`src/hdl/mbvet_pkg.sv`:
```
// Shared types, constants and the arctangent table of the escape test.
package mbvet_pkg;

  localparam int MAX_RESOLUTION = 512;
  localparam int MAX_ITERATIONS = 20;
  localparam int CORDIC_STAGES  = 24;
  localparam int STAGES_USED    = (CORDIC_STAGES > 30) ? 30 : CORDIC_STAGES;

  localparam int RES_W   = $clog2(MAX_RESOLUTION);
  localparam int LIM_W   = 5;
  localparam int DW      = 36;
  localparam int PW      = 2 * DW;
  localparam int HALF_W  = DW / 2;
  localparam int ZW      = 34;
  localparam int ANG_W   = 32;
  localparam int STG_W   = $clog2(STAGES_USED);
  localparam int NUM_W   = RES_W + 3 + 17;
  localparam int DVD_W   = NUM_W - 1 + 12;
  localparam int DVS_W   = RES_W + 1;
  localparam int NX_W    = 40;

  typedef logic signed [DW-1:0] dval_t;
  typedef logic signed [PW-1:0] prod_t;

  localparam dval_t INV_GAIN = 36'sd652032874;
  localparam prod_t RND24    = 72'sd8388608;
  localparam prod_t RND30    = 72'sd536870912;
  localparam prod_t Q24_MAX  = 72'sd2147483647;
  localparam logic signed [NX_W-1:0] NX_MAX = 40'sd2147483647;
  localparam logic signed [NX_W-1:0] NX_MIN = -40'sd2147483648;
  localparam logic [ANG_W-1:0] HALF_TURN    = 32'h8000_0000;
  localparam logic [ANG_W-1:0] QUARTER_TURN = 32'h4000_0000;

  typedef enum logic {CORD_VEC, CORD_ROT} cord_mode_t;

  typedef enum logic [2:0] {
    REG_RESOLUTION = 3'd0,
    REG_ITER_LIMIT = 3'd1,
    REG_POWER      = 3'd2,
    REG_EXTENT     = 3'd3,
    REG_ESC_RADIUS = 3'd4
  } cfg_reg_t;

  typedef enum logic [5:0] {
    S_IDLE, S_R2, S_R2_W, S_CO_MUL, S_CO_DIV, S_CO_W, S_IT,
    S_VEC1, S_VEC1_W, S_MAG1_W, S_VEC2, S_VEC2_W, S_MAG2_W,
    S_POW, S_POW_W, S_ROT1, S_ROT1_W, S_ROT2, S_ROT2_W,
    S_PX1, S_PX1_W, S_PX2, S_PX2_W, S_PY1, S_PY1_W, S_PY2, S_PY2_W,
    S_PZ, S_PZ_W, S_CHK, S_SQX, S_SQX_W, S_SQY, S_SQY_W, S_SQZ, S_SQZ_W,
    S_CMP, S_DONE
  } state_t;

  function automatic dval_t sx32(input logic signed [31:0] v);
    return {{(DW-32){v[31]}}, v};
  endfunction

  // Binary-angle arctangent of 2^-i.
  function automatic logic [ANG_W-1:0] atan_turn(input logic [STG_W-1:0] i);
    logic [ANG_W-1:0] t;
    case (i)
      5'd0:  t = 32'h2000_0000;
      5'd1:  t = 32'h12E4_051D;
      5'd2:  t = 32'h09FB_385B;
      5'd3:  t = 32'h0511_11D4;
      5'd4:  t = 32'h028B_0D43;
      5'd5:  t = 32'h0145_D7E1;
      5'd6:  t = 32'h00A2_F61E;
      5'd7:  t = 32'h0051_7C55;
      5'd8:  t = 32'h0028_BE53;
      5'd9:  t = 32'h0014_5F2E;
      5'd10: t = 32'h000A_2F98;
      5'd11: t = 32'h0005_17CC;
      5'd12: t = 32'h0002_8BE6;
      5'd13: t = 32'h0001_45F3;
      5'd14: t = 32'h0000_A2F9;
      5'd15: t = 32'h0000_517C;
      5'd16: t = 32'h0000_28BE;
      5'd17: t = 32'h0000_145F;
      5'd18: t = 32'h0000_0A2F;
      5'd19: t = 32'h0000_0517;
      5'd20: t = 32'h0000_028B;
      5'd21: t = 32'h0000_0145;
      5'd22: t = 32'h0000_00A2;
      5'd23: t = 32'h0000_0051;
      5'd24: t = 32'h0000_0028;
      5'd25: t = 32'h0000_0014;
      5'd26: t = 32'h0000_000A;
      5'd27: t = 32'h0000_0005;
      5'd28: t = 32'h0000_0002;
      5'd29: t = 32'h0000_0001;
      default: t = '0;
    endcase
    return t;
  endfunction

endpackage

```
`src/hdl/mbvet_cordic.sv`:
```
// Iterative CORDIC, one micro-rotation a cycle, in vectoring or rotation mode.
module mbvet_cordic (
  input  logic                          clk,
  input  logic                          rst_n,
  input  logic                          start,
  input  mbvet_pkg::cord_mode_t         mode,
  input  mbvet_pkg::dval_t              x_in,
  input  mbvet_pkg::dval_t              y_in,
  input  logic [mbvet_pkg::ANG_W-1:0]   ang_in,
  output logic                          busy,
  output logic                          done,
  output mbvet_pkg::dval_t              x_out,
  output mbvet_pkg::dval_t              y_out,
  output logic [mbvet_pkg::ANG_W-1:0]   ang_out
);
  import mbvet_pkg::*;

  cord_mode_t mode_r;
  dval_t x_r, y_r, x_n, y_n, xs, ys, x0, y0, xf, yf;
  logic signed [ZW-1:0] z_r, z_n, z0, at;
  logic [STG_W-1:0] stg_r;
  logic busy_r, done_r, zero_r, neg_r, zero0, neg0, s;
  logic [ANG_W-1:0] fold, a1;
  dval_t x_out_r, y_out_r;
  logic [ANG_W-1:0] ang_out_r;

  // Start values for both modes.
  always_comb begin
    zero0 = 1'b0;
    neg0  = 1'b0;
    fold  = ang_in + QUARTER_TURN;
    a1    = ang_in;
    if (mode == CORD_VEC) begin
      zero0 = (x_in == '0) && (y_in == '0);
      if (x_in < 0) begin
        x0 = -x_in;
        y0 = -y_in;
        z0 = {{(ZW-ANG_W){1'b0}}, HALF_TURN};
      end else begin
        x0 = x_in;
        y0 = y_in;
        z0 = '0;
      end
    end else begin
      // Angles in the left half-plane are turned by half a turn and the result negated.
      neg0 = fold[ANG_W-1];
      if (neg0) begin
        a1 = ang_in - HALF_TURN;
      end
      x0 = INV_GAIN;
      y0 = '0;
      z0 = {{(ZW-ANG_W){a1[ANG_W-1]}}, a1};
    end
  end

  always_comb begin
    s   = (mode_r == CORD_VEC) ? y_r[DW-1] : !z_r[ZW-1];
    xs  = x_r >>> stg_r;
    ys  = y_r >>> stg_r;
    at  = {{(ZW-ANG_W){1'b0}}, atan_turn(stg_r)};
    x_n = s ? (x_r - ys) : (x_r + ys);
    y_n = s ? (y_r + xs) : (y_r - xs);
    z_n = s ? (z_r - at) : (z_r + at);
    xf  = neg_r ? -x_n : x_n;
    yf  = neg_r ? -y_n : y_n;
  end

  always_ff @(posedge clk) begin
    if (!rst_n) begin
      busy_r <= 1'b0;
      done_r <= 1'b0;
      stg_r  <= '0;
    end else begin
      done_r <= 1'b0;
      if (start) begin
        mode_r <= mode;
        x_r    <= x0;
        y_r    <= y0;
        z_r    <= z0;
        zero_r <= zero0;
        neg_r  <= neg0;
        stg_r  <= '0;
        busy_r <= 1'b1;
      end else if (busy_r) begin
        x_r   <= x_n;
        y_r   <= y_n;
        z_r   <= z_n;
        stg_r <= stg_r + 1'b1;
        if (stg_r == STG_W'(STAGES_USED - 1)) begin
          busy_r <= 1'b0;
          done_r <= 1'b1;
          if (mode_r == CORD_VEC) begin
            x_out_r   <= (zero_r || x_n < 0) ? '0 : x_n;
            y_out_r   <= y_n;
            ang_out_r <= zero_r ? '0 : z_n[ANG_W-1:0];
          end else begin
            x_out_r   <= (xf + 36'sd32) >>> 6;
            y_out_r   <= (yf + 36'sd32) >>> 6;
            ang_out_r <= z_n[ANG_W-1:0];
          end
        end
      end
    end
  end

  assign busy    = busy_r;
  assign done    = done_r;
  assign x_out   = x_out_r;
  assign y_out   = y_out_r;
  assign ang_out = ang_out_r;

endmodule

```
`config.mk`:
```
export PLATFORM = sky130hd
export DESIGN_NAME = mbvet_cordic
export DESIGN_NICKNAME = d
export VERILOG_FILES = /design/src/hdl/mbvet_pkg.sv /design/src/hdl/mbvet_cordic.sv
export SDC_FILE = /design/constraint.sdc
export NUM_CORES = 1
export LEC_CHECK = 0
export CORE_ASPECT_RATIO = 1.5
export CORE_MARGIN = 2
export CORE_UTILIZATION = 50
export DETAILED_ROUTE_END_ITERATION = 7
export DONT_BUFFER_PORTS = 1
export PLACE_DENSITY_LB_ADDON = 0.1
export SYNTH_ARGS = -nofsm -noshare
export SYNTH_HDL_FRONTEND = slang
export SYNTH_SLANG_ARGS = --single-unit
```
`constraint.sdc`:
```
create_clock -name clk -period 19.6 [get_ports clk]
set_input_delay 1.96 -clock clk [delete_from_list [all_inputs] [get_ports clk]]
set_output_delay 1.96 -clock clk [all_outputs]
set_load 0.05 [all_outputs]
```
==> results.sh, run 1 <==
export IMPL_synthTopCellsByCount="364 x nand2_1, 280 x nor2_1, 219 x o21ai_0"
export IMPL_fillCellCount=5093
export IMPL_synth_cell_area_mm2=0.0278
export IMPL_syn_nets=3500
export IMPL_ys_types=127
export IMPL_synth_edf_count=213
export IMPL_clk_path_buf_depth=3
export IMPL_required_ns=19.91
export IMPL_antenna_found_initial=4
export IMPL_ys_async_sr_fraction_pct=0
export IMPL_skew_ns=0.0249
export IMPL_start_util_pct=50.7
export IMPL_status="finished clean"
export IMPL_via_per_inst=6.95
export IMPL_clk_pin_slew_ns=0.07
export IMPL_fin_crit_ns=9.97
export IMPL_numCtsBuffers=27
export IMPL_clock_sinks=250
export IMPL_p_leak_nw=10.3
export IMPL_first_global_vias=26000
export IMPL_ctsResizeCount=0
export IMPL_die_h_um=293
export IMPL_peakVddDrop_uv=109
export IMPL_yosys_area_top_type="edfxtp_1"
export IMPL_hold_worst_slack_ns=0.720
export IMPL_arrival_ns=10.28
export IMPL_min_period_over_period_pct=50.9
export IMPL_dieArea_mm2=0.0575
export IMPL_drv_slew=0
export IMPL_grt_max_degree=100
export IMPL_synth_area_top_cells="edfxtp_1 23%, mux4_2 6.4%, ha_1 5.3%"
export IMPL_h_tree_depth=1
export IMPL_syn_inst=3271
export IMPL_worstPathMaxFanout=61
export IMPL_drtPass1Iterations=6
export IMPL_avgRoutedWirePerCell_um=27.8
export IMPL_remaining_drc_errors=0
export IMPL_track_usage_pct=36.3
export IMPL_maxCapViolCount=0
export IMPL_drive_gt1_share_pct=9.02
export IMPL_tightest_slew_ns=1.12
export IMPL_synth_seq_cells=250
export IMPL_pin_count=214
export IMPL_dp_cells=3794
export IMPL_final_antenna_net_count=0
export IMPL_yosysSeqAreaShare_pct=25.7
export IMPL_yosysWarnings=0
export IMPL_root_buffer="clkbuf_16"
export IMPL_rsz0062_at_grt="false"
export IMPL_synth_ff_type="edfxtp_1"
export IMPL_coreArea_mm2=0.0548
export IMPL_avgSynthCellArea_um2=8.49
export IMPL_cts_tree="built"
export IMPL_place_hpwl_um=80900
export IMPL_hold_violations=0
export IMPL_criticalPathCategory="reg -> reg"
export IMPL_yosysMostFrequentCell="nand2_1"
export IMPL_diodes=0
export IMPL_crit_path_end_kind="register"
export IMPL_nNetsFinal=3357
export IMPL_grt_overflow=0
export IMPL_setup_violations=0
export IMPL_slew_limit_headroom_pct=24.8
export IMPL_num_vias=26700
export IMPL_drtIter0Drc=2356
export IMPL_die_w_um=196
export IMPL_worstSetupStartpointType="register"
export IMPL_finalSetupTns_ns=0
export IMPL_port_buffers=0
export IMPL_fin_area_mm2=0.0290
export IMPL_postCtsSetupBuffers=0
export IMPL_final_cells=3843
export IMPL_syn2layout_area_growth_pct=4.36
export IMPL_gp_congestion=1.05
export IMPL_hold_path_class="reg -> reg"
export IMPL_placed_area_mm2=0.0280
export IMPL_p_per_area_mw_per_mm2=199
export IMPL_max_freq_mhz=100
export IMPL_drt_wl_total_um=107000
export IMPL_postCtsHoldBufs=0
export IMPL_insertion_delay_ns=0.61
export IMPL_std_cell_rows=105
export IMPL_grt_pass1_wl_um=159000
export IMPL_netlist_area_leader_share_pct=23.0
==> report_power, final <==
part | total, mW | switching, mW | internal [mW]
Combinational | 4.31 | 2.75 | 1.55
Clock | 0.565 | 0.245 | 0.319
Sequential | 0.887 | 0.119 | 0.768
Total | 5.76 | 3.12 | 2.64
==> worst max-delay path, cell delays in order (launching register included) <==
cell	delay [ns]
dfxtp_4	0.68
buf_4	0.82
mux4_2	0.70
nor2_1	0.12
nor2_1	0.06
a21oi_1	0.57
nor2_1	0.08
a31oi_1	0.27
nand3_1	0.16
or3b_2	0.56
or3_1	0.50
o21ai_0	0.26
xnor2_1	0.14
o21ai_0	0.16
ha_1	0.49
nand4_1	0.25
o41ai_1	0.77
a221oi_1	0.24
o211a_1	0.21
a21oi_1	0.25
nand4_1	0.17
nor4b_1	0.56
a21oi_1	0.16
or2_0	0.26
o32ai_1	0.44
a31oi_1	0.19
mux2_4	0.34
o21bai_1	0.17
==> cell families (layout without fill, tap and decap cells) <==
kind of cell	after synthesis	after routing	synth area share [%]
AOI/OAI and AO/OA	1027	1027	24.8
xor gates and xnor gates	323	323	10.3
adders and majority gates	122	122	5.57
buffers and inverters	268	145	4.03
DFF	250	250	25.7
muxes	184	184	10.4
and+or+nand+nor	1097	1097	19.3
==> per-stage QoR <==
stage	util (%)	power (mW)	worst slack, ns
6_report	52.9	5.76	9.63
5_1_grt	52.9	6.14	9.06
4_1_cts	52.9	5.63	9.88
3_5_place_dp	51.2	5.03	9.90
3_3_place_gp	51.2	4.98	10.07
2_1_floorplan	-	3.97	6.52
==> worst paths after layout <==
path                            startpoint    endpoint  slack [ns]  depth (start not counted)
worst min-delay path                 at[0]  ang_out[0]        0.72                          2
worst min register to register       at[0]  ang_out[0]        0.72                          2
worst max register to register    stg_r[0]   x_out[31]        9.63                         27
worst max-delay path              stg_r[0]   x_out[31]        9.63                         27
==> registers in the layout, summed over array words and instances, names as in the netlist <==
signal and count:
ang_out 32, y_out 36, at 30, neg_r 1, mode_r 1, stg_r 5, x_out 36, done 1
zero_r 1, busy 1, z_r 34, x_r 36, y_r 36
==> placed cells by master (no fill, tap or decap), types with 15 or more instances in the layout <==
cell       synthesis  routed
o21a_1            37      35
xor2_1           151     151
inv_1             61      60
o22ai_1          100     100
o21bai_1          15      15
nand2b_1          42      41
nand2_1          364     364
nor3_1            76      76
mux2_2            25      25
nand4_1           30      30
a31oi_1           38      38
o211ai_1          38      38
or2_2             18      18
a21o_1            42      42
a211oi_1          24      24
ha_1             118     118
clkbuf_16          0      27
mux2i_1           75      75
nor2_1           280     279
nand3_1           57      57
dfxtp_1           37      32
and3_1            32      32
or4_1             15      15
o21ai_1           23      22
or3_1             38      38
nor4_1            18      17
edfxtp_1         213     213
a21oi_1          214     214
buf_4              6      32
o31ai_1           46      46
and2_1            25      25
o21ai_0          219     219
mux4_2            79      79
nor2b_1           27      26
xnor2_1          168     168
==> area by class of cell <==
| cell class | count | area (µm²) | share of cell area, % |
|---|---|---|---|
| clock inverter | 20 | 244 | 0.842 |
| timing repair buffer | 32 | 240 | 0.829 |
| tap | 695 | 870 | 3.00 |
| sequential | 250 | 7150 | 24.7 |
| inverter | 64 | 240 | 0.829 |
| clock buffer | 29 | 683 | 2.36 |
| multi-input combinational | 2753 | 19500 | 67.5 |
==> per-layer routing <==
metal  vias to the layer above  track usage (%)  part of all wire (%)
met2                      1415             59.7                    47
met4                         2             20.2                   6.4
met3                       315             7.35                   8.9
met1                     12900             44.3                    38
met5                         -                0                 0.016
li1                      12100                -                     -
(Power assumes the default switching activity.)
==> run 2: changes to the inputs <==
==> constraint.sdc (replaced) <==
create_clock -name clk -period 10.3 [get_ports clk]
set_input_delay 1.03 -clock clk [delete_from_list [all_inputs] [get_ports clk]]
set_output_delay 1.03 -clock clk [all_outputs]
set_load 0.05 [all_outputs]
==> run 2 against run 1 <==
Net effect:
- setup slack worse by 8.8 ns
- fmax rose by 5.3%
- critical path depth fell by 2
- final cell count rose by 0.68%
- count of clock-buffer cells in the layout increased by 3
- first-iteration DRC count is 12% higher
- hold slack got worse by 0.20 ns
- sequential share of layout area down 0.11 points
- via count is 0.91% higher
==> results.sh, run 2 (synthesis gave the netlist of run 1 again) <==
export IMPL_layout_commonest_cell="nand2_1"
export IMPL_num_vias=26900
export IMPL_worstSetupStartpointType="register"
export IMPL_netSwitchingPower_mw=5.97
export IMPL_top_layer="met4"
export IMPL_postCtsHoldBufs=0
export IMPL_hold_path_class="in -> reg"
export IMPL_antenna_found_initial=0
export IMPL_setup_violations=0
export IMPL_die_h_um=293
export IMPL_power_frac_clock_pct=9.0
export IMPL_max_freq_mhz=106
export IMPL_cts_tree="built"
export IMPL_utilization_pct=53.1
export IMPL_criticalPathCategory="reg -> reg"
export IMPL_seqPwrFrac_pct=15.6
export IMPL_peakVddDrop_uv=203
export IMPL_p_per_area_mw_per_mm2=378
export IMPL_drv_slew=0
export IMPL_clock_sinks=250
export IMPL_skew_ns=0.0162
export IMPL_wl_met1_um=40600
export IMPL_reg2reg_slack_ns=0.82
export IMPL_maxCapViolCount=0
export IMPL_swShare_pct=54.2
export IMPL_diodes=0
export IMPL_dp_cells=3820
export IMPL_syn2layout_area_growth_pct=4.83
export IMPL_grt_max_degree=100
export IMPL_drive_gt1_share_pct=9.58
export IMPL_p_int_mw=5.05
export IMPL_rsz0062_at_grt="false"
export IMPL_grt_overflow=0
export IMPL_std_cell_rows=105
export IMPL_root_buffer="clkbuf_16"
export IMPL_numCtsBuffers=27
export IMPL_grt_pass1_wl_um=159000
export IMPL_final_cell_mix="364 x nand2_1, 280 x nor2_1, 219 x o21ai_0"
export IMPL_place_hpwl_um=80800
export IMPL_remaining_drc_errors=0
export IMPL_arrival_ns=9.81
export IMPL_first_global_vias=25700
export IMPL_nNetsFinal=3383
export IMPL_p_leak_nw=10.4
export IMPL_clk_pin_slew_ns=0.06
export IMPL_finalSetupTns_ns=0
export IMPL_slew_limit_headroom_pct=5.70
export IMPL_start_util_pct=50.7
export IMPL_pin_count=214
export IMPL_crit_path_end_kind="register"
export IMPL_drtIter0Drc=2647
export IMPL_via_per_inst=6.96
export IMPL_die_w_um=196
export IMPL_required_ns=10.63
export IMPL_avgRoutedWirePerCell_um=27.5
export IMPL_dr_wl_met2_um=50600
export IMPL_min_period_over_period_pct=92.0
export IMPL_worstPathMaxFanout=47
export IMPL_clk_path_buf_depth=3
export IMPL_port_buffers=0
export IMPL_ctsResizeCount=0
export IMPL_postCtsSetupBuffers=0
export IMPL_drt_wl_total_um=106000
export IMPL_insertion_delay_ns=0.61
export IMPL_fin_crit_ns=9.48
export IMPL_final_antenna_net_count=0
export IMPL_tightest_slew_ns=1.41
export IMPL_final_cells=3869
export IMPL_h_tree_depth=1
export IMPL_dieArea_mm2=0.0575
export IMPL_p_comb_share_pct=75.4
export IMPL_coreArea_mm2=0.0548
export IMPL_gp_congestion=1.03
export IMPL_fillCellCount=5078
export IMPL_track_usage_pct=36.2
export IMPL_drtPass1Iterations=6
export IMPL_status="finished clean"
export IMPL_met3WireLength_um=9070
export IMPL_hold_violations=0
## run 2: cell count changes in the layout (fill, tap and decap cells not counted), moves of 2 or more
cell / before / now
buf_4: 32 / 58
bufinv_16: 5 / 2
clkbuf_1: 2 / 5
clkinv_1: 5 / 8
clkinv_2: 6 / 4
clkinv_4: 0 / 2
inv_6: 3 / 1
## run 2: through the flow
stage | power [mW] | instance area [µm²] | worst slack [ns] | hold slack, ns
4_1_cts | 10.8 | 29100 | 1.07 | 0.491
3_5_place_dp | 9.72 | 28200 | 1.08 | 0.700
6_report | 11.0 | 29100 | 0.825 | 0.521
5_1_grt | 11.7 | 29100 | 0.243 | 0.503
3_3_place_gp | 9.67 | 28200 | 1.32 | 0.700
2_1_floorplan | 7.56 | 27800 | 2.55 | 0.629
## run 2: worst paths after layout
| path | startpoint | end | depth (start not counted) |
|---|---|---|---|
| worst max register to register | stg_r[0] | y_out[32] | 25 |
| worst max-delay path | stg_r[0] | y_out[32] | 25 |
| worst min-delay path | mode | mode_r | 0 |
| worst min register to register | at[0] | ang_out[0] | 2 |
## run 2: cell type report
| cell class | instances | area, µm² | area share (%) |
|---|---|---|---|
| inverter | 64 | 240 | 0.826 |
| sequential | 250 | 7150 | 24.6 |
| clock buffer | 32 | 694 | 2.39 |
| timing repair buffer | 58 | 435 | 1.50 |
| clock inverter | 17 | 156 | 0.537 |
| multi-input combinational | 2753 | 19600 | 67.2 |
| tap | 695 | 870 | 2.99 |
## run 2: layer usage
metal | GRT usage [%] | up-vias
li1 | - | 12200
met1 | 44.8 | 13000
met2 | 60.5 | 1482
met3 | 5.93 | 258
met4 | 18.9 | 0
met5 | 0 | -
## run 2: critical path, stage by stage, from the launching register on
cell	delay, ns
dfxtp_4	0.88
buf_4	0.43
buf_4	0.47
mux4_2	0.58
nand2_1	0.08
o21ai_0	0.31
a211oi_1	0.75
nand2_1	0.27
nor3_1	0.49
a31oi_1	0.17
xor2_1	0.20
ha_1	0.51
nand2_1	0.07
o21ai_0	0.40
nor2_1	0.13
o21ba_2	0.24
o31ai_1	0.42
a21oi_1	0.23
a311oi_1	0.94
nand4_1	0.27
o41ai_1	0.42
xnor2_1	0.22
o2111ai_1	0.17
xnor2_1	0.17
nand2b_1	0.15
a21boi_1	0.16
## run 2: power groups by stage
stage          registers [mW]  clock network [mW]  logic, mW
6_report                 1.72               0.987       8.30
5_1_grt                  1.72                1.03       8.98
4_1_cts                  1.71                1.00       8.08
3_5_place_dp             1.73                   0       8.00
3_3_place_gp             1.73                   0       7.94
2_1_floorplan            1.57                   0       5.98
